**src/rtl/udtrs_pkg.sv**
```systemverilog
// Shared types, constants and codes for the transmit ring scheduler.
package udtrs_pkg;

    // Ring storage geometry.
    localparam int RING_DEPTH = 1024;
    localparam int RING_AW    = $clog2(RING_DEPTH);
    localparam int SIZE_W     = 11;
    localparam logic [SIZE_W-1:0] SIZE_MIN   = 11'd2;
    localparam logic [SIZE_W-1:0] SIZE_MAX   = 11'd1024;
    localparam logic [SIZE_W-1:0] SIZE_RESET = 11'd1024;

    // Result queue geometry.
    localparam int OUT_DEPTH = 4;
    localparam int OUT_AW    = $clog2(OUT_DEPTH);
    localparam int OUT_CW    = OUT_AW + 1;

    // Input queue geometry.
    localparam int IN_DEPTH = 2;
    localparam int IN_AW    = $clog2(IN_DEPTH);
    localparam int IN_CW    = IN_AW + 1;

    // Register indexes.
    localparam logic REG_SIZE  = 1'b0;
    localparam logic REG_TC_EN = 1'b1;

    // Item modes as they arrive on the mode field.
    localparam logic [1:0] MODE_BYTE  = 2'd0;
    localparam logic [1:0] MODE_DONE  = 2'd1;
    localparam logic [1:0] MODE_TC    = 2'd2;
    localparam logic [1:0] MODE_FETCH = 2'd3;

    // Result status codes.
    localparam logic [1:0] ST_OK     = 2'd0;
    localparam logic [1:0] ST_FULL   = 2'd1;
    localparam logic [1:0] ST_ZERO   = 2'd2;
    localparam logic [1:0] ST_IGNORE = 2'd3;

    // Item class decided in the front part.
    typedef enum logic [3:0] {
        KIND_BYTE  = 4'b0001,
        KIND_DONE  = 4'b0010,
        KIND_TC    = 4'b0100,
        KIND_FETCH = 4'b1000
    } kind_t;

    typedef struct packed {
        kind_t        kind;
        logic [7:0]   data_byte;
        logic [15:0]  message_length;
        logic [9:0]   fetch_index;
    } item_t;

    typedef struct packed {
        logic [1:0]  status;
        logic        dma_start;
        logic [9:0]  dma_start_index;
        logic [9:0]  dma_count;
        logic        tc_wait;
        logic [9:0]  fill_count;
        logic [7:0]  read_byte;
    } result_t;

    typedef struct packed {
        logic [SIZE_W-1:0] size;
        logic              tc_en;
        logic              flush;
    } cfg_t;

endpackage

```
**src/rtl/udtrs_out_queue.sv**
```systemverilog
// Result queue between the back part and the result ports.
module udtrs_out_queue (
    input  logic                          clk,
    input  logic                          rst_n,
    input  logic                          wr_en,
    input  udtrs_pkg::result_t            wr_data,
    output logic [udtrs_pkg::OUT_CW-1:0]  count,
    output logic                          empty,
    input  logic                          pop,
    output udtrs_pkg::result_t            rd_data
);
    import udtrs_pkg::*;

    result_t            q_reg [OUT_DEPTH];
    logic [OUT_AW-1:0]  wr_ptr_reg;
    logic [OUT_AW-1:0]  rd_ptr_reg;
    logic [OUT_CW-1:0]  count_reg;
    logic               do_pop;

    assign count   = count_reg;
    assign empty   = (count_reg == '0);
    assign rd_data = q_reg[rd_ptr_reg];
    assign do_pop  = pop && !empty;

    // Storage; the back part only writes when a slot is reserved.
    always_ff @(posedge clk)
    begin
        if (wr_en)
        begin
            q_reg[wr_ptr_reg] <= wr_data;
        end
    end

    // Pointers and occupancy.
    always_ff @(posedge clk or negedge rst_n)
    begin
        if (!rst_n)
        begin
            wr_ptr_reg <= '0;
            rd_ptr_reg <= '0;
            count_reg  <= '0;
        end
        else
        begin
            if (wr_en)
            begin
                wr_ptr_reg <= wr_ptr_reg + 1'b1;
            end
            if (do_pop)
            begin
                rd_ptr_reg <= rd_ptr_reg + 1'b1;
            end
            if (wr_en && !do_pop)
            begin
                count_reg <= count_reg + 1'b1;
            end
            else if (do_pop && !wr_en)
            begin
                count_reg <= count_reg - 1'b1;
            end
        end
    end

endmodule

```
**config.mk**
```make
export PLATFORM = sky130hd
export DESIGN_NAME = udtrs_out_queue
export DESIGN_NICKNAME = d
export VERILOG_FILES = /design/src/rtl/udtrs_pkg.sv /design/src/rtl/udtrs_out_queue.sv
export SDC_FILE = /design/constraint.sdc
export NUM_CORES = 1
export LEC_CHECK = 0
export ABC_CLOCK_PERIOD_IN_PS = 4600
export BUFFER_PORTS_ARGS = -buffer_cell sky130_fd_sc_hd__buf_2
export CORE_ASPECT_RATIO = 0.75
export CORE_MARGIN = 10
export CORE_UTILIZATION = 40
export DETAILED_ROUTE_END_ITERATION = 12
export MAX_ROUTING_LAYER = met4
export PLACE_DENSITY = 0.67
export SLEW_MARGIN = 40
export SYNTH_ARGS = -nofsm -noshare
export SYNTH_HDL_FRONTEND = slang
export SYNTH_SLANG_ARGS = --single-unit
```
**constraint.sdc**
```tcl
create_clock -name clk -period 4.6 [get_ports clk]
set_clock_uncertainty 0.1 [all_clocks]
set_input_delay 0.92 -clock clk [delete_from_list [all_inputs] [get_ports clk]]
set_output_delay 0.92 -clock clk [all_outputs]
set_load 0.02 [all_outputs]
```
==> out/results.ini, run 1 <==
[detailed_routing]
drt_iter0_drc = 183
routedWlPerCell_um = 20.20
firstDrtPassIters = 4
via_count = 2862
viasPerCell = 4.909
wl_um = 11780
drc_errors = 0
postRouteAntennaNets = 0

[floorplanning]
dieHeight_um = 130.5
die_w_um = 167.3
ios = 92
die_area_um2 = 21830
row_count = 40
coreArea_um2 = 16020
initial_core_util_pct = 40.66

[timing]
setup_viol = 0
clock.fmax_mhz = 314.5
fin_setup_tns_ns = 0
worstMarginPinSlew_ns = 0.8011
hold_viol_final = 0
rsz0062_at_grt = no
drv_slew = 0
period_needed_ns = 3.179
relSlewSlack_pct = 46.60
holdWs_ns = 0.2203
period_share_pct = 69.11

[layout]
ff_latch_area_um2 = 5228
layout.nets = 411
synthToLayoutAreaGrowth_pct = 18.18
n_fill_cell = 1298
final_util_pct = 48.05
largest_register_ffs = 168
multi_input_area_um2 = 1166
drive_gt1_share_pct = 44.20
design_area_um2 = 7695

[power_and_ir_drop]
p_switching_uw = 1579
swShare_pct = 31.27
pwr-share-clk_pct = 25.0
p_seq_share_pct = 45.6
p_total_uw = 5050
power.density_nw_per_um2 = 656.3
total_leakage_power_uw = 0.002666
peakVddDrop_mv = 0.3193
p_comb_share_pct = 29.4
p_int_uw = 3471

[synthesis]
synth-seq-cells = 175
syn_nets = 306
synth_top_area_share_pct = 77.48
yosysTopAreaCell = edfxtp_1
syn_inst = 254
synth_area_um2 = 6511
synth_area_per_cell_um2 = 25.63
yosysSeqAreaShare_pct = 80.17
yosys-top-cells-area = edfxtp_1 77%, mux4_2 13%, dfrtp_1 2.7%, mux4_1 1.6%, buf_12 1.2%
netlist-cell-type-count = 19
ys_warn_count = 0

[cts]
cts_tree = done
path_clk_slew_ns = 0.06
hold_buffers = 0
postCtsSetupRepairBufs = 0
cts_resized = 0
clock_latency_ns = 0.42
clockRootBuffer = clkbuf_16
clock-sinks = 175
numCtsBuffers = 17
clockBufferDepth = 2
cts_htree_levels = 4

[global_routing]
grt_pass1_wl_um = 18440
grt_max_degree = 44
antenna_found_initial = 2
grt_overflow = 0
grt_usage_pct = 11.55
grt_pass1_vias = 3243

[setup_path]
cp-start-kind = register
crit_required_ns = 3.58
cp.arrival_ns = 2.16
endpoint_kind = primary output
critPathMaxFanout = 26
critical_path_class = register to primary output

[run]
maxCapViolations = 0

[outcome]
status = finished, final reports clean

[placement]
place_area_um2 = 7176
gp_congestion = 0.6661
io_buffers = 91
dp_hpwl_um = 7380

[worst_hold_path]
worstHoldPathType = input port to asynchronous set/reset pin

==> worst paths after layout <==
| path | depth (start not counted) | to | slack, ns | start |
|---|---|---|---|---|
| setup / recovery | 3 | rd_data[32] | 1.42 | rd_ptr_reg[0] |
| hold / removal | 1 | count[2] | 0.22 | rst_n |
| setup reg to reg | 8 | count[2] | 2.39 | count[0] |
| hold reg to reg | 1 | count[2] | 0.40 | count[2] |
| max in group asynchronous | 1 | rd_ptr_reg[0] | 3.99 | rst_n |
| min in group clk | 1 | count[2] | 0.40 | count[2] |
==> synthesized netlist by cell type <==
cell type / number
and2_1: 4
buf_12: 4
buf_2: 5
buf_6: 1
dfrtp_1: 7
edfxtp_1: 168
fa_1: 1
ha_1: 5
inv_1: 4
mux2_2: 1
mux4_1: 4
mux4_2: 38
nand2_1: 2
nand3_1: 1
nor2_1: 1
o21ai_0: 1
or3_1: 1
xnor2_1: 3
xor2_1: 3
==> cell families (layout without fill, tap and decap cells) <==
group / count (synthesis) / count (layout) / synth area share (%)
muxes: 43 / 43 / 14.93
xor gates and xnor gates: 6 / 6 / 0.8072
adders and majority gates: 6 / 6 / 1.268
and+or+nand+nor: 9 / 9 / 0.7301
DFF: 175 / 175 / 80.17
other: 0 / 2 / 0
buffers and inverters: 14 / 131 / 2.018
AOI/OAI and AO/OA: 1 / 1 / 0.07679
==> layout by cell type (no fill, tap or decap), drive strengths merged <==
master	n
edfxtp	168
buf	96
mux4	42
clkbuf	21
clkinv	8
dfrtp	7
ha	5
inv	4
and2	4
xnor2	3
xor2	3
diode	2
nand2	2
or3	1
mux2	1
o21ai	1
nand3	1
nor2	1
fa	1
clkinvlp	1
bufinv	1
==> metrics by stage <==
step / setup slack (ns) / std cells
2_1_floorplan: 2.160 / 254
3_3_place_gp: 1.689 / 549
3_5_place_dp: 1.801 / 550
4_1_cts: 1.348 / 581
5_1_grt: 1.286 / 583
6_report: 1.421 / 583
==> power by group through the flow <==
stage               combinational, µW  clock (µW)  sequential, µW
finish                           1480        1260            2300
global route                     1590        1370            2350
CTS                              1530        1300            2320
detailed placement               1520           0            2350
global placement                 1420           0            2390
floorplan                        1200           0            2200
==> critical path, cell delays in order, from the launching register on <==
cell     delay [ns]
dfrtp_4        0.68
buf_12         0.29
mux4_1         0.59
buf_2          0.18
==> final cells by class <==
| type | count | share of cell area (%) |
|---|---|---|
| Timing Repair Buffer | 96 | 6.569 |
| Tap cell | 210 | 3.415 |
| Clock buffer | 21 | 5.724 |
| Multi-Input combinational cell | 65 | 15.15 |
| Clock inverter | 10 | 0.9431 |
| Sequential cell | 175 | 67.93 |
| Inverter | 4 | 0.1951 |
| Antenna cell | 2 | 0.06504 |
==> layer usage <==
layer | track usage (%) | vias to the layer above | share of wire (%)
li1 | - | 1286 | -
met1 | 13.71 | 1489 | 45
met2 | 18.20 | 74 | 49
met3 | 3.790 | 13 | 4.6
met4 | 4.443 | 0 | 1.3
met5 | - | - | 0
Power figures use the tool's default switching activity.
==> run 2, diff against run 1 <==
--- a/config.mk
+++ b/config.mk
@@ -5,7 +5,7 @@
 export SDC_FILE = /design/constraint.sdc
 export NUM_CORES = 1
 export LEC_CHECK = 0
-export ABC_CLOCK_PERIOD_IN_PS = 4600
+export ABC_CLOCK_PERIOD_IN_PS = 3100
 export BUFFER_PORTS_ARGS = -buffer_cell sky130_fd_sc_hd__buf_2
 export CORE_ASPECT_RATIO = 0.75
 export CORE_MARGIN = 10
==> constraint.sdc (replaced) <==
create_clock -name clk -period 3.1 [get_ports clk]
set_clock_uncertainty 0.1 [all_clocks]
set_input_delay 0.62 -clock clk [delete_from_list [all_inputs] [get_ports clk]]
set_output_delay 0.62 -clock clk [all_outputs]
set_load 0.02 [all_outputs]
==> out/results.ini, run 2 (synthesized netlist as in run 1, its figures left out) <==
[floorplanning]
coreArea_um2 = 16020  ; unchanged
row_count = 40  ; unchanged
die_w_um = 167.3  ; unchanged
dieHeight_um = 130.5  ; unchanged
die_area_um2 = 21830  ; unchanged
initial_core_util_pct = 40.66  ; unchanged
ios = 92  ; unchanged

[outcome]
status = finished, final reports clean  ; unchanged

[layout]
synthToLayoutAreaGrowth_pct = 20.83  ; was 18.18%
mostFrequentLayoutCells = 168 x edfxtp_1, 91 x buf_2, 38 x mux4_2, 17 x clkbuf_16  ; unchanged
multi_input_area_um2 = 1165  ; was 1166 µm²
largest_register_ffs = 168  ; unchanged
n_fill_cell = 1291  ; was 1,298
drive_gt1_share_pct = 46.28  ; was 44.20%
layout.nets = 415  ; was 411
final_common_cell = edfxtp_1  ; unchanged
design_area_um2 = 7868  ; was 7695 µm²
ff_latch_area_um2 = 5225  ; was 5228 µm²

[run]
maxCapViolations = 0  ; unchanged

[timing]
setup_viol = 0  ; unchanged
rsz0062_at_grt = no  ; unchanged
period_needed_ns = 2.799
hold_viol_final = 0  ; unchanged
period_share_pct = 90.30
setup_slack_ns = 0.3007  ; was 1.421 ns
worstMarginPinSlew_ns = 0.6082  ; was 0.8011 ns
fin_setup_tns_ns = 0  ; unchanged
relSlewSlack_pct = 59.45  ; was 46.60%
holdWs_ns = 0.3007  ; was 0.2203 ns
drv_slew = 0  ; unchanged
clock.fmax_mhz = 357.2

[detailed_routing]
routedWlPerCell_um = 20.66  ; was 20.20 µm
firstDrtPassIters = 5  ; was 4
drc_errors = 0  ; unchanged
postRouteAntennaNets = 0  ; unchanged
wl_um = 12130  ; was 11,780 µm
drt_iter0_drc = 225  ; was 183
viasPerCell = 5.024  ; was 4.909
via_count = 2949  ; was 2,862

[global_routing]
grt_usage_pct = 12.17  ; was 11.55%
grt_pass1_vias = 3305  ; was 3,243
grt_overflow = 0  ; unchanged
grt_pass1_wl_um = 19220  ; was 18,440 µm
antenna_found_initial = 1  ; was 2
grt_max_degree = 28  ; was 44

[cts]
clock-sinks = 175  ; unchanged
path_clk_slew_ns = 0.07  ; was 0.06 ns
clockBufferDepth = 2  ; unchanged
postCtsSetupRepairBufs = 0  ; unchanged
cts_tree = done  ; unchanged
clockRootBuffer = clkbuf_16  ; unchanged
cts_htree_levels = 4  ; unchanged
clock_latency_ns = 0.42  ; about the same
numCtsBuffers = 17  ; unchanged

[setup_path]
endpoint_kind = primary output  ; unchanged
critPathMaxFanout = 17  ; was 26
critical_path_class = register to primary output  ; unchanged
cp.arrival_ns = 2.08  ; was 2.16 ns
crit_required_ns = 2.38  ; was 3.58 ns
cp-start-kind = register  ; unchanged

[placement]
place_ws_ns = 0.6776  ; was 1.801 ns
place_area_um2 = 7246  ; was 7176 µm²
gp_congestion = 0.6742  ; was 0.6661
dp_hpwl_um = 7708  ; was 7380 µm
io_buffers = 91  ; unchanged

[worst_hold_path]
worstHoldPathType = input port to register  ; was input port to asynchronous set/reset pin

[power_and_ir_drop]
peakVddDrop_mv = 0.4795  ; was 0.3193 mV
power.density_nw_per_um2 = 1000  ; was 656.3 nW/µm²
total_leakage_power_uw = 0.002739  ; was 0.002666 µW

==> run 2: cell types whose count changed in the layout (fill, tap and decap cells not counted), sizes merged <==
cell / before / now
inv: 4 / 9
clkinvlp: 1 / 2
dlygate4sd3: 0 / 1
clkinv: 8 / 5
diode: 2 / 1
clkbuf: 21 / 17
bufinv: 1 / 3
buf: 96 / 99
==> run 2: metrics by stage <==
stage / utilization (%) / power (µW) / cells
final: 49.13 / 7868 / 587
after floorplan: - / 5046 / 254
after detailed placement: 45.24 / 5832 / 553
after global placement: 45.24 / 5768 / 553
after CTS: 49.11 / 8020 / 586
after global routing: 49.13 / 8280 / 587
==> run 2: worst max-delay path, cell delays in order, from the launching register on <==
cell and delay (ns):
dfrtp_4 0.52, buf_4 0.37, mux4_1 0.58, buf_2 0.17
==> run 2: repair_timing <==
item                                   CTS  global route
hold buffers                             1             0
endpoints found under the hold margin    7             0
resized for setup                        0             0
==> run 2: power breakdown <==
part           internal, µW  leakage, µW  total, µW  switching [µW]
sequential             3100      0.00162       3300             201
combinational          1010     0.000823       2390            1380
clock                  1280     0.000293       2170             893
total                  5400      0.00274       7870            2470
==> run 2: final timing paths <==
path / start / endpoint / slack, ns / cells past startpoint
worst min register to register: count[2] / count[2] / 0.38 / 1
worst max register to register: count[0] / count[2] / 0.81 / 8
worst max-delay path: rd_ptr_reg[0] / rd_data[30] / 0.30 / 3
max in group asynchronous: rst_n / rd_ptr_reg[0] / 2.26 / 2
worst min-delay path: wr_data[23] / q_reg[1][23] / 0.30 / 1
min in group asynchronous: rst_n / count[2] / 0.46 / 2
==> run 2: area by class of cell <==
cell class | instances | share of cell area (%)
flip-flops and latches | 175 | 66.41
multi-input cells | 65 | 14.81
repair buffers | 100 | 7.475
clock buffers | 17 | 5.407
well taps | 210 | 3.340
clock inverters | 15 | 2.338
inverters | 4 | 0.1908
diodes | 1 | 0.03181
==> run 2: metal layers <==
metal / wire (µm) / vias to the layer above / GRT usage, %
li1: - / 1292 / -
met1: 5200 / 1562 / 14.25
met2: 6026 / 81 / 19.18
met3: 715 / 14 / 4.088
met4: 188 / 0 / 5.056
met5: 0 / - / -
