File: src/rtl/udtrs_pkg.sv
// Shared types, constants and codes for the transmit ring scheduler.
package udtrs_pkg;

    // Ring storage geometry.
    localparam int RING_DEPTH = 1024;
    localparam int RING_AW    = $clog2(RING_DEPTH);
    localparam int SIZE_W     = 11;
    localparam logic [SIZE_W-1:0] SIZE_MIN   = 11'd2;
    localparam logic [SIZE_W-1:0] SIZE_MAX   = 11'd1024;
    localparam logic [SIZE_W-1:0] SIZE_RESET = 11'd1024;

    // Result queue geometry.
    localparam int OUT_DEPTH = 4;
    localparam int OUT_AW    = $clog2(OUT_DEPTH);
    localparam int OUT_CW    = OUT_AW + 1;

    // Input queue geometry.
    localparam int IN_DEPTH = 2;
    localparam int IN_AW    = $clog2(IN_DEPTH);
    localparam int IN_CW    = IN_AW + 1;

    // Register indexes.
    localparam logic REG_SIZE  = 1'b0;
    localparam logic REG_TC_EN = 1'b1;

    // Item modes as they arrive on the mode field.
    localparam logic [1:0] MODE_BYTE  = 2'd0;
    localparam logic [1:0] MODE_DONE  = 2'd1;
    localparam logic [1:0] MODE_TC    = 2'd2;
    localparam logic [1:0] MODE_FETCH = 2'd3;

    // Result status codes.
    localparam logic [1:0] ST_OK     = 2'd0;
    localparam logic [1:0] ST_FULL   = 2'd1;
    localparam logic [1:0] ST_ZERO   = 2'd2;
    localparam logic [1:0] ST_IGNORE = 2'd3;

    // Item class decided in the front part.
    typedef enum logic [3:0] {
        KIND_BYTE  = 4'b0001,
        KIND_DONE  = 4'b0010,
        KIND_TC    = 4'b0100,
        KIND_FETCH = 4'b1000
    } kind_t;

    typedef struct packed {
        kind_t        kind;
        logic [7:0]   data_byte;
        logic [15:0]  message_length;
        logic [9:0]   fetch_index;
    } item_t;

    typedef struct packed {
        logic [1:0]  status;
        logic        dma_start;
        logic [9:0]  dma_start_index;
        logic [9:0]  dma_count;
        logic        tc_wait;
        logic [9:0]  fill_count;
        logic [7:0]  read_byte;
    } result_t;

    typedef struct packed {
        logic [SIZE_W-1:0] size;
        logic              tc_en;
        logic              flush;
    } cfg_t;

endpackage

File: src/rtl/udtrs_front.sv
// Front part: input item queue and classification of each item.
module udtrs_front (
    input  logic                 clk,
    input  logic                 rst_n,
    input  logic                 push,
    output logic                 full,
    input  logic [1:0]           mode,
    input  logic [7:0]           data_byte,
    input  logic [15:0]          message_length,
    input  logic [9:0]           fetch_index,
    output logic                 item_valid,
    output udtrs_pkg::item_t     item,
    input  logic                 item_take
);
    import udtrs_pkg::*;

    item_t             q_reg [IN_DEPTH];
    logic [IN_AW-1:0]  wr_ptr_reg;
    logic [IN_AW-1:0]  rd_ptr_reg;
    logic [IN_CW-1:0]  count_reg;
    logic              do_push;
    logic              do_pop;
    kind_t             kind;

    assign full       = (count_reg == IN_CW'(IN_DEPTH));
    assign item_valid = (count_reg != '0);
    assign item       = q_reg[rd_ptr_reg];
    assign do_push    = push && !full;
    assign do_pop     = item_take && item_valid;

    // Decode the mode into a one-hot class.
    always_comb
    begin
        case (mode)
            MODE_BYTE:  kind = KIND_BYTE;
            MODE_DONE:  kind = KIND_DONE;
            MODE_TC:    kind = KIND_TC;
            MODE_FETCH: kind = KIND_FETCH;
            default:    kind = KIND_FETCH;
        endcase
    end

    // Queue storage needs no reset.
    always_ff @(posedge clk)
    begin
        if (do_push)
        begin
            q_reg[wr_ptr_reg] <= '{kind: kind, data_byte: data_byte,
                                   message_length: message_length,
                                   fetch_index: fetch_index};
        end
    end

    // Queue pointers and occupancy.
    always_ff @(posedge clk or negedge rst_n)
    begin
        if (!rst_n)
        begin
            wr_ptr_reg <= '0;
            rd_ptr_reg <= '0;
            count_reg  <= '0;
        end
        else
        begin
            if (do_push)
            begin
                wr_ptr_reg <= wr_ptr_reg + 1'b1;
            end
            if (do_pop)
            begin
                rd_ptr_reg <= rd_ptr_reg + 1'b1;
            end
            if (do_push && !do_pop)
            begin
                count_reg <= count_reg + 1'b1;
            end
            else if (do_pop && !do_push)
            begin
                count_reg <= count_reg - 1'b1;
            end
        end
    end

endmodule

File: config.mk
export PLATFORM = sky130hd
export DESIGN_NAME = udtrs_front
export DESIGN_NICKNAME = d
export VERILOG_FILES = /design/src/rtl/udtrs_pkg.sv /design/src/rtl/udtrs_front.sv
export SDC_FILE = /design/constraint.sdc
export NUM_CORES = 1
export LEC_CHECK = 0
export ABC_AREA = 0
export BUFFER_PORTS_ARGS = -buffer_cell sky130_fd_sc_hd__buf_2
export CORE_MARGIN = 4
export CORE_UTILIZATION = 52
export CTS_CLUSTER_DIAMETER = 120
export DETAILED_ROUTE_END_ITERATION = 7
export PLACE_DENSITY = 0.79
export SYNTH_ARGS = -nofsm -noshare
export SYNTH_HDL_FRONTEND = slang
export SYNTH_SLANG_ARGS = --single-unit
File: constraint.sdc
create_clock -name clk -period 3.2 [get_ports clk]
set_input_delay 0.32 -clock clk [delete_from_list [all_inputs] [get_ports clk]]
set_output_delay 0.32 -clock clk [all_outputs]
set_load 0.005 [all_outputs]
==> reports/metrics.yaml, run 1 <==
worstPathRequired_ps: 2880
clock_latency_ps: 340
postSynthAreaPerCell_um2: 21.4
final_cells: 306
peakVddDrop_mv: 0.636
post_cts_buffers: 0
critPathKind: "reg -> out"
via_count: 1504
transition_at_the_pin_with_the_smallest_max_transition_slack_ps: 957
clock-sinks: 80
clk_path_buf_depth: 2
n_antenna_cell: 0
nFillCells: 409
drt_first_iter_violations: 56
fp.dieW_um: 84.1
grt_pass1_vias: 1642
critPathArrivalTime_ps: 1900
syn-cell-area_um2: 3010
dp_hpwl_um: 3220
initial_core_util: 0.540
floorplan.io_pins: 80
io_buffer_count: 79
synth-seq-cells: 80
largest_net_degree_at_the_start_of_global_routing: 40
post-route-period-util: 0.693
setup_total_neg_slack_ps: 0
grt_overflow_total: 0
max_freq_ghz: 0.451
flow.area_growth_from_synthesis_pct: 21.9
fin_crit_ps: 2220
cts-htree-levels: 3
finalSetupViolations: 0
layout.core_utilization: 0.659
synth.lib_cells_used.distinct: 19
timing.slew.headroom: 0.362
path_cells: "mux2_2, buf_2"
min_path_type: "in -> reg"
die_y_um: 84.1
tritoncts: "done"
routed_wl_um: 4790
static_leak_nw: 1.43
fin_skew_ps: 6.16
post_route_cells_drive_above_1_share: 0.590
power.density_nw_per_um2: 852
cp_max_fo: 39
rsz0062_at_grt: "no"
antenna_found_initial: 0
routabilityCongestion: 0.696
gr-usage-all-layers: 0.146
cp_slowest_stage_delay_ps: 1000
start_kind: "register"
floorplan.rows: 27
outcome: "finished, final reports clean"
synth_fp_nets: 182
placedCellCount: 289
cp-end-kind: "primary output"
drt-pass1-iter-count: 4
synth_warnings: 0
hold_slack_ps: 167
design.die.area_um2: 7070
final_net_count: 270
crit_path_top_delay_cell: "sky130_fd_sc_hd__dfrtp_2"
timing.final.hold_violations: 0
area.sequential_um2: 2380
post-route-drc-count: 0
largest_register_ffs: 76
max_cap_viol_count: 0
wire_length_per_cell_after_detailed_routing_um: 15.6
syn-instance-count: 141
maxSlewViolCount: 0
power.total_mw: 3.13
vias_per_cell: 4.92
ctsRootBufferMaster: "sky130_fd_sc_hd__clkbuf_8"
core-area_um2: 5570
drt.antenna.violating_nets: 0
synth-seq-area-share: 0.791
worst_setup_hold_path_clk_slew_ps: 80
multiInputGateArea_um2: 589
cts_inserted_buffers: 9
grt_pass1_wl_um: 7800
synthesized netlist by cell type:
| library cell | count | area share |
|---|---|---|
| sky130_fd_sc_hd__buf_8 | 1 | 0.0050 |
| sky130_fd_sc_hd__mux2_4 | 10 | 0.050 |
| sky130_fd_sc_hd__and3_1 | 1 | 0.0021 |
| sky130_fd_sc_hd__edfxtp_1 | 76 | 0.76 |
| sky130_fd_sc_hd__ha_1 | 1 | 0.0042 |
| sky130_fd_sc_hd__and2_1 | 1 | 0.0021 |
| sky130_fd_sc_hd__nand2_2 | 1 | 0.0021 |
| sky130_fd_sc_hd__buf_4 | 2 | 0.0050 |
| sky130_fd_sc_hd__or2_2 | 1 | 0.0021 |
| sky130_fd_sc_hd__inv_1 | 2 | 0.0025 |
| sky130_fd_sc_hd__buf_6 | 1 | 0.0037 |
| sky130_fd_sc_hd__nand2_1 | 1 | 0.0012 |
| sky130_fd_sc_hd__xnor2_1 | 3 | 0.0087 |
| sky130_fd_sc_hd__nand2b_1 | 1 | 0.0021 |
| sky130_fd_sc_hd__xor2_1 | 2 | 0.0058 |
| sky130_fd_sc_hd__dfrtp_1 | 4 | 0.033 |
| sky130_fd_sc_hd__mux2_2 | 28 | 0.10 |
| sky130_fd_sc_hd__nor2b_1 | 2 | 0.0042 |
| sky130_fd_sc_hd__nor2_1 | 3 | 0.0037 |
path summary, 6_finish.rpt:
check / depth (start not counted) / from / end / slack [ps]
worst min register to register: 1 / count_reg[1] / count_reg[1] / 500
worst max-delay path: 2 / rd_ptr_reg / item[27] / 980
max in group asynchronous: 2 / rst_n / rd_ptr_reg / 2750
worst min-delay path: 1 / fetch_index[3] / q_reg[1][3] / 170
min in group asynchronous: 2 / rst_n / wr_ptr_reg / 310
worst max register to register: 4 / count_reg[0] / q_reg[0][1] / 1330
worst max-delay path: cells and delay by family (launching register included):
family / cells / cell delay, ps
buffers and inverters: 1 / 130
muxes: 1 / 430
DFF: 1 / 1000
logic make-up after synthesis:
group,after synthesis,share of synthesized area
XOR/XNOR,5,0.0145
adder cells (fa/ha/maj),1,0.00415
buffers and inverters,6,0.0162
flip-flops,80,0.791
multiplexers,38,0.155
AND/OR/NAND/NOR,11,0.0195
repair_timing:
action | 4_1_cts | 5_1_grt
resized for setup | 0 | 0
endpoints found under the hold margin | 4 | 0
setup endpoints to repair | 0 | 0
hold buffers | 1 | 0
routing by layer:
metal  up-vias  GRT usage  part of all wire
met5         -          0                 0
li1        715          -                 -
met4         0     0.0570            0.0063
met2        63      0.225              0.48
met1       719      0.190              0.43
met3         7     0.0513             0.080
cell type report:
| cell class | count | share of cell area |
|---|---|---|
| clock buffers | 10 | 0.0348 |
| inverters | 2 | 0.00204 |
| flip-flops and latches | 80 | 0.649 |
| clock inverters | 6 | 0.0164 |
| multi-input cells | 55 | 0.161 |
| repair buffers | 81 | 0.112 |
| well taps | 72 | 0.0245 |
cells in the final DEF (no fill, tap or decap):
cell / Yosys / routed
sky130_fd_sc_hd__dlygate4sd3_1: 0 / 1
sky130_fd_sc_hd__nand2_2: 1 / 1
sky130_fd_sc_hd__buf_2: 0 / 79
sky130_fd_sc_hd__dfrtp_2: 0 / 1
sky130_fd_sc_hd__edfxtp_1: 76 / 76
sky130_fd_sc_hd__dfrtp_1: 4 / 3
sky130_fd_sc_hd__xnor2_1: 3 / 3
sky130_fd_sc_hd__nor2b_1: 2 / 2
sky130_fd_sc_hd__buf_4: 2 / 1
sky130_fd_sc_hd__bufinv_16: 0 / 1
sky130_fd_sc_hd__clkbuf_1: 0 / 1
sky130_fd_sc_hd__nor2_4: 0 / 1
sky130_fd_sc_hd__and3_2: 0 / 1
sky130_fd_sc_hd__and2_1: 1 / 1
sky130_fd_sc_hd__inv_1: 2 / 2
sky130_fd_sc_hd__nand2b_1: 1 / 1
sky130_fd_sc_hd__or2_2: 1 / 1
sky130_fd_sc_hd__xor2_1: 2 / 2
sky130_fd_sc_hd__mux2_2: 28 / 28
sky130_fd_sc_hd__mux2_4: 10 / 10
sky130_fd_sc_hd__ha_1: 1 / 1
sky130_fd_sc_hd__nor2_1: 3 / 2
sky130_fd_sc_hd__clkinvlp_4: 0 / 2
sky130_fd_sc_hd__nand2_1: 1 / 1
sky130_fd_sc_hd__clkinv_2: 0 / 3
sky130_fd_sc_hd__clkbuf_8: 0 / 9
through the flow:
step,area (um^2),setup slack [ps]
6_report,3670,981
5_1_grt,3670,849
4_1_cts,3670,943
3_5_place_dp,3470,1280
3_3_place_gp,3470,1310
2_1_floorplan,3010,541
report_power, final:
part | leakage [nW] | internal, mW | switching [mW]
Clock | 0.0920 | 0.356 | 0.330
Combinational | 0.581 | 0.487 | 0.347
Sequential | 0.753 | 1.44 | 0.172
Note: power is estimated with default switching activity, not from simulation.
==> run 2, diff against run 1 <==
ABC_AREA = 1   (was 0)
CORE_UTILIZATION = 47   (was 52)
PLACE_DENSITY = 0.75   (was 0.79)
clock period = 1.9 ns   (was 3.2 ns; I/O delays follow)
==> run 2 against run 1 <==
Clock power is 69% higher; core utilization fell by 4.6 points; non-clock buffer count rose by 5; register-to-register slack worse by 930 ps; synthesized area barely moved; critical path depth increased by 3; wire length is 16% higher; die area rose by 9.5%; hold slack lost 130 ps; combinational power increased by 110%; largest cell class unchanged; largest power group unchanged; highest routed layer unchanged.
==> reports/metrics.yaml, run 2 <==
initial_core_util: 0.496  # -0.0438
cp-end-kind: "primary output"
synth.top_cell.area_share: 0.758  # about the same
synth.top_cells.by_area: "sky130_fd_sc_hd__edfxtp_1 76%, sky130_fd_sc_hd__nand2_1 16%, sky130_fd_sc_hd__dfrtp_1 3.3%"
cts_inserted_buffers: 9  # unchanged
routed_wl_um: 5540  # +16%
reg2reg_depth: 6  # +2
flow.area_growth_from_synthesis_pct: 23.4
p_sw_frac: 0.323  # +0.0520
drt.antenna.violating_nets: 0  # unchanged
maxSlewViolCount: 0  # unchanged
placed_cell_area_um2: 3520  # +1.2%
grt_pass1_wl_um: 8600  # +10%
static_leak_nw: 1.66  # +17%
placedCellCount: 389  # +35%
transition_at_the_pin_with_the_smallest_max_transition_slack_ps: 429  # -528 ps
start_kind: "register"
critPathArrivalTime_ps: 1460  # -440 ps
syn-cell-area_um2: 3010  # about the same
syn-instance-count: 237  # +68%
number_of_flops_mapped_to_enable_cells_by_yosys: 76  # unchanged
n_antenna_cell: 0  # unchanged
setup_total_neg_slack_ps: 0  # unchanged
max_freq_ghz: 0.606
p_clk_frac: 0.214  # -0.005
post_route_cells_drive_above_1_share: 0.308  # -0.282
grt_overflow_total: 0  # unchanged
final_net_count: 367  # +36%
timing.slew.headroom: 0.711  # +0.349
post_cts_buffers: 0  # unchanged
mostFrequentLayoutCell: "sky130_fd_sc_hd__nand2_1"
routabilityCongestion: 0.748  # +7.4%
worstSetupStartpoint: "rd_ptr_reg"
tritoncts: "done"
final_cells: 406  # +33%
clock_latency_ps: 340  # about the same
cts-htree-levels: 3  # unchanged
grt_pass1_vias: 1891  # +15%
peakVddDrop_mv: 0.701  # +10%
power.total_mw: 5.40  # +73%
postSynthAreaPerCell_um2: 12.7  # -41%
synth_top_flop_cell: "sky130_fd_sc_hd__edfxtp_1"
largest_net_degree_at_the_start_of_global_routing: 40  # unchanged
floorplan.rows: 28  # +3.7%
critPathKind: "reg -> out"
worst_setup_hold_path_clk_slew_ps: 80  # about the same
worstPathRequired_ps: 1710  # -1170 ps
dp_worst_setup_slack_ps: 403  # -877 ps
post-route-drc-count: 0  # unchanged
timing.final.hold_violations: 0  # unchanged
drt_first_iter_violations: 118  # +110%
ys_async_sr_fraction: 0.0500  # unchanged
rr_startpoint: "count_reg[1]"
fin_crit_ps: 1650
fin_skew_ps: 6.32  # +0.163 ps
min_path_type: "in -> reg"
synth_fp_nets: 278  # +53%
synth.lib_cells_used.distinct: 13  # -6
nFillCells: 503  # +23%
drt-pass1-iter-count: 4  # unchanged
largest_register_ffs: 76  # unchanged
antenna_found_initial: 0  # unchanged
cts_repair_resize_count: 0  # unchanged
vias_per_cell: 4.72  # -4.0%
multiInputGateArea_um2: 546  # -7.4%
post-route-period-util: 0.868
regToRegEndpoint: "q_reg[0][18]"
area.sequential_um2: 2380  # about the same
final_cell_mix: "126 x sky130_fd_sc_hd__nand2_1, 79 x sky130_fd_sc_hd__buf_2, 76 x sky130_fd_sc_hd__edfxtp_1, 9 x sky130_fd_sc_hd__inv_1, 9 x sky130_fd_sc_hd__clkbuf_8"
ctsRootBufferMaster: "sky130_fd_sc_hd__clkbuf_8"
floorplan.io_pins: 80  # unchanged
hold_slack_ps: 36.2  # -131 ps
r2r_setup_slack_ps: 400  # -930 ps
gr-usage-all-layers: 0.151  # +0.00522
die_y_um: 88.0  # +4.7%
core-area_um2: 6060  # +8.7%
hold_fix_buffers_cts: 1  # unchanged
power.density_nw_per_um2: 1450  # +71%
power.share.sequential: 0.465  # -0.049
via_count: 1916  # +27%
wire_length_per_cell_after_detailed_routing_um: 13.6  # -13%
max_cap_viol_count: 0  # unchanged
clock-sinks: 80  # unchanged
io_buffer_count: 79  # unchanged
outcome: "finished, final reports clean"
finalSetupViolations: 0  # unchanged
rsz0062_at_grt: "no"
synth.most_common_cell: "sky130_fd_sc_hd__nand2_1"
finalInstanceArea_um2: 3710  # +1.1%
switching_pwr_mw: 1.75  # +110%
setup.worst_path.end: "item[30]"
synth-seq-cells: 80  # unchanged
fp.dieW_um: 88.0  # +4.7%
cp_max_fo: 25  # -36%
worst_setup_margin_ps: 250  # -731 ps
synth_largest_area_cell: "sky130_fd_sc_hd__edfxtp_1"
power.internal_mw: 3.65  # +60%
clk_path_buf_depth: 2  # unchanged
layout.core_utilization: 0.613  # -0.0461
netlist_top_cells_count: "126 x sky130_fd_sc_hd__nand2_1, 76 x sky130_fd_sc_hd__edfxtp_1, 10 x sky130_fd_sc_hd__inv_1"
synth-seq-area-share: 0.792  # about the same
combinationalPowerShare: 0.321  # +0.055
synth_warnings: 0  # unchanged
design.die.area_um2: 7750  # +9.5%
dp_hpwl_um: 3690  # +15%
[run 2: cell types whose count changed after synthesis, sizes merged, moves of 3 or more]
| cell | before | now |
|---|---|---|
| nand2 | 2 | 126 |
| mux2 | 38 | 0 |
| inv | 2 | 11 |
| buf | 4 | 8 |
| nor2 | 3 | 6 |
[run 2: critical path: stages, from the launching register on]
cell and delay [ps]:
sky130_fd_sc_hd__dfrtp_1 390, sky130_fd_sc_hd__inv_2 250, sky130_fd_sc_hd__buf_12 220, sky130_fd_sc_hd__nand2_1 60, sky130_fd_sc_hd__nand2_1 80, sky130_fd_sc_hd__buf_2 120
[run 2: final cells by class]
cell class                 count  area share
sequential                    80       0.642
multi-input combinational    138       0.147
timing repair buffer          86       0.125
clock buffer                   9      0.0334
tap                           75      0.0253
clock inverter                 7      0.0169
inverter                      11      0.0111
[run 2: logic make-up (layout without fill, tap and decap cells)]
logic type,Yosys count,after routing,synth area share
AO/OA/AOI/OAI,1,1,0.00166
flip-flops,80,80,0.792
adder cells (fa/ha/maj),1,1,0.00416
AND/OR/NAND/NOR,135,135,0.170
buffers and inverters,19,113,0.0295
XOR/XNOR,1,1,0.00291
[run 2: layer usage]
| metal | vias up | track usage | routed length, um |
|---|---|---|---|
| met5 | - | 0 | 0 |
| met4 | 0 | 0.0742 | 106 |
| met2 | 62 | 0.256 | 2770 |
| met1 | 884 | 0.179 | 2260 |
| met3 | 10 | 0.0386 | 401 |
| li1 | 960 | - | - |
[run 2: power groups by stage]
| stage | Sequential (mW) | Clock, mW | Combinational, mW |
|---|---|---|---|
| 2_1_floorplan | 2.54 | 0 | 0.994 |
| 3_3_place_gp | 2.53 | 0 | 1.73 |
| 3_5_place_dp | 2.55 | 0 | 1.76 |
| 4_1_cts | 2.51 | 1.19 | 1.78 |
| 5_1_grt | 2.55 | 1.27 | 1.97 |
| 6_report | 2.51 | 1.16 | 1.73 |
[run 2: worst min-delay path by stage]
stage / from / to / cells past startpoint
final: data_byte[6] / q_reg[0][32] / 1
after global routing: fetch_index[8] / q_reg[0][8] / 1
after CTS: data_byte[6] / q_reg[0][32] / 1
after detailed placement: rst_n / count_reg[1] / 1
after global placement: rst_n / count_reg[1] / 1
after floorplan: rst_n / count_reg[0] / 0
==> run 3, diff against run 2 <==
CORE_UTILIZATION = 30   (was 47)
PLACE_DENSITY = not set   (was 0.75)
==> run 3 against run 2 <==
Maximum frequency is 0.13% lower; clock-buffer cell count is 1 higher; largest cell class unchanged; worst setup slack worse by 2.2 ps; critical path type unchanged.
==> reports/metrics.yaml, run 3 (same netlist as run 2, synthesis figures left out) <==
reg2reg_depth: 6  # unchanged
drt.antenna.violating_nets: 0  # unchanged
cp_slowest_stage_delay_ps: 390  # about the same
timing.hold.worst.start: "data_byte[7]"
finalSetupViolations: 0  # unchanged
cts-htree-levels: 3  # unchanged
outcome: "finished, final reports clean"
cp_max_fo: 22  # -12%
transition_at_the_pin_with_the_smallest_max_transition_slack_ps: 487  # +58.0 ps
power.internal_mw: 3.81  # +4.3%
initial_core_util: 0.308  # -0.189
timing.final.hold_violations: 0  # unchanged
crit_buf_inv: 3  # unchanged
power.share.sequential: 0.450  # -0.015
critPathArrivalTime_ps: 1460  # about the same
drt-pass1-iter-count: 4  # unchanged
maxSlewViolCount: 0  # unchanged
min_path_type: "in -> reg"
antenna_found_initial: 0  # unchanged
crit_path_top_delay_cell: "sky130_fd_sc_hd__dfrtp_1"
largest_register_ffs: 76  # unchanged
timing.critical_path.max_delay_family: "buffers and inverters"
io_buffer_count: 79  # unchanged
die_y_um: 108  # +23%
regToRegEndpoint: "q_reg[0][36]"
placedCellCount: 445  # +14%
post-route-period-util: 0.869  # +0.00115
static_leak_nw: 1.66  # about the same
grt_pass1_wl_um: 9460  # +9.9%
r2r_setup_slack_ps: 480  # +80 ps
post_cts_buffers: 0  # unchanged
power.density_nw_per_um2: 1460  # +0.55%
post-route-drc-count: 0  # unchanged
tritoncts: "done"
switching_pwr_mw: 1.77  # +1.7%
timing.hold.worst_endpoint: "q_reg[0][33]"
path_cells: "inv_2, buf_12, nand2_1, nand2_1, buf_2"
routed_wl_um: 6010  # +8.6%
via_count: 1892  # -1.3%
worst_setup_hold_path_clk_slew_ps: 80  # about the same
max_freq_ghz: 0.605  # -0.13%
wire_length_per_cell_after_detailed_routing_um: 13.0  # -4.6%
clock-sinks: 80  # unchanged
peakVddDrop_mv: 0.519  # -26%
cts_inserted_buffers: 9  # unchanged
hold_slack_ps: 39.1  # +2.97 ps
critPathKind: "reg -> out"
p_sw_frac: 0.318  # -0.00554
whs_path_depth: 1  # unchanged
max_cap_viol_count: 0  # unchanged
largest_net_degree_at_the_start_of_global_routing: 40  # unchanged
routabilityCongestion: 0.659  # -12%
mostFrequentLayoutCell: "sky130_fd_sc_hd__nand2_1"
worstPathRequired_ps: 1710  # about the same
start_kind: "register"
ctsRootBufferMaster: "sky130_fd_sc_hd__clkbuf_8"
fin_skew_ps: 8.55  # +2.23 ps
design.die.area_um2: 11700  # +51%
n_antenna_cell: 0  # unchanged
dp_hpwl_um: 3900  # +5.8%
flow.area_growth_from_synthesis_pct: 26.9
power.total_mw: 5.59  # +3.5%
rr_startpoint: "count_reg[1]"
p_clk_frac: 0.235  # +0.021
most_repeated_library_cell_on_the_critical_path: "sky130_fd_sc_hd__nand2_1"
floorplan.io_pins: 80  # unchanged
final_cell_mix: "126 x sky130_fd_sc_hd__nand2_1, 79 x sky130_fd_sc_hd__buf_2, 76 x sky130_fd_sc_hd__edfxtp_1, 9 x sky130_fd_sc_hd__inv_1, 9 x sky130_fd_sc_hd__clkbuf_8"
gr-usage-all-layers: 0.107  # -0.0438
layout.core_utilization: 0.391  # -0.222
worstSetupStartpoint: "rd_ptr_reg"
combinationalPowerShare: 0.316  # -0.005
rsz0062_at_grt: "no"
cp-end-kind: "primary output"
clk_path_buf_depth: 2  # unchanged
fin_crit_ps: 1650  # +2.18 ps
core-area_um2: 9770  # +61%
floorplan.rows: 36  # +29%
grt_pass1_vias: 1894  # +0.16%
cts_repair_resize_count: 0  # unchanged
timing.slew.headroom: 0.672  # -0.0391
clock_latency_ps: 330  # about the same
vias_per_cell: 4.10  # -13%
fp.dieW_um: 108  # +23%
setup_total_neg_slack_ps: 0  # unchanged
hold_fix_buffers_cts: 1  # unchanged
post_route_cells_drive_above_1_share: 0.304  # -0.00421
drt_first_iter_violations: 90  # -24%
grt_overflow_total: 0  # unchanged
final_cells: 462  # +14%
final_net_count: 365  # -0.54%
==> run 3: cell types whose count changed in the layout (fill, tap and decap cells not counted), sizes merged <==
cell      delta
inv          +1
clkinvlp     +2
clkbuf       +1
bufinv       +1
buf          -2
clkinv       -5
==> run 3: worst register-to-register path, stage by stage, from the launching register on <==
cell	delay, ps
sky130_fd_sc_hd__dfrtp_1	380
sky130_fd_sc_hd__inv_1	100
sky130_fd_sc_hd__nor2_1	70
sky130_fd_sc_hd__nor2_1	130
sky130_fd_sc_hd__nand2_1	100
sky130_fd_sc_hd__inv_2	80
sky130_fd_sc_hd__buf_12	230
==> run 3: layer usage <==
metal,track usage,routed length [um],vias up
met2,0.184,3070,52
met4,0.0460,52,0
li1,-,-,955
met5,0,0,-
met1,0.126,2560,879
met3,0.0299,328,6
==> run 3: metrics by stage <==
stage | cell area, um^2 | setup WS, ps
detailed placement | 3600 | 486
finish | 3820 | 248
CTS | 3820 | 194
floorplan | 3020 | 45.7
global route | 3820 | 120
global placement | 3600 | 543
==> run 3: how the worst max path moves through the flow <==
stage / to / slack, ps / depth (start not counted)
3_5_place_dp: q_reg[1][20] / 490 / 4
4_1_cts: item[1] / 190 / 5
6_report: item[1] / 250 / 5
3_3_place_gp: q_reg[0][25] / 540 / 6
2_1_floorplan: q_reg[0][0] / 50 / 5
5_1_grt: item[12] / 120 / 5
==> run 3: area by class of cell <==
| type | count | area [um^2] |
|---|---|---|
| fillers | 990 | 5950 |
| clock buffers | 10 | 128 |
| inverters | 11 | 41.3 |
| well taps | 133 | 166 |
| multi-input cells | 138 | 546 |
| flip-flops and latches | 80 | 2380 |
| repair buffers | 84 | 473 |
| clock inverters | 6 | 83.8 |
==> run 3: power groups by stage <==
stage	Clock, mW	Combinational [mW]	Sequential (mW)
floorplan	0	0.994	2.54
global placement	0	1.79	2.54
detailed placement	0	1.83	2.55
CTS	1.36	1.84	2.51
global route	1.44	2.02	2.54
finish	1.31	1.76	2.51
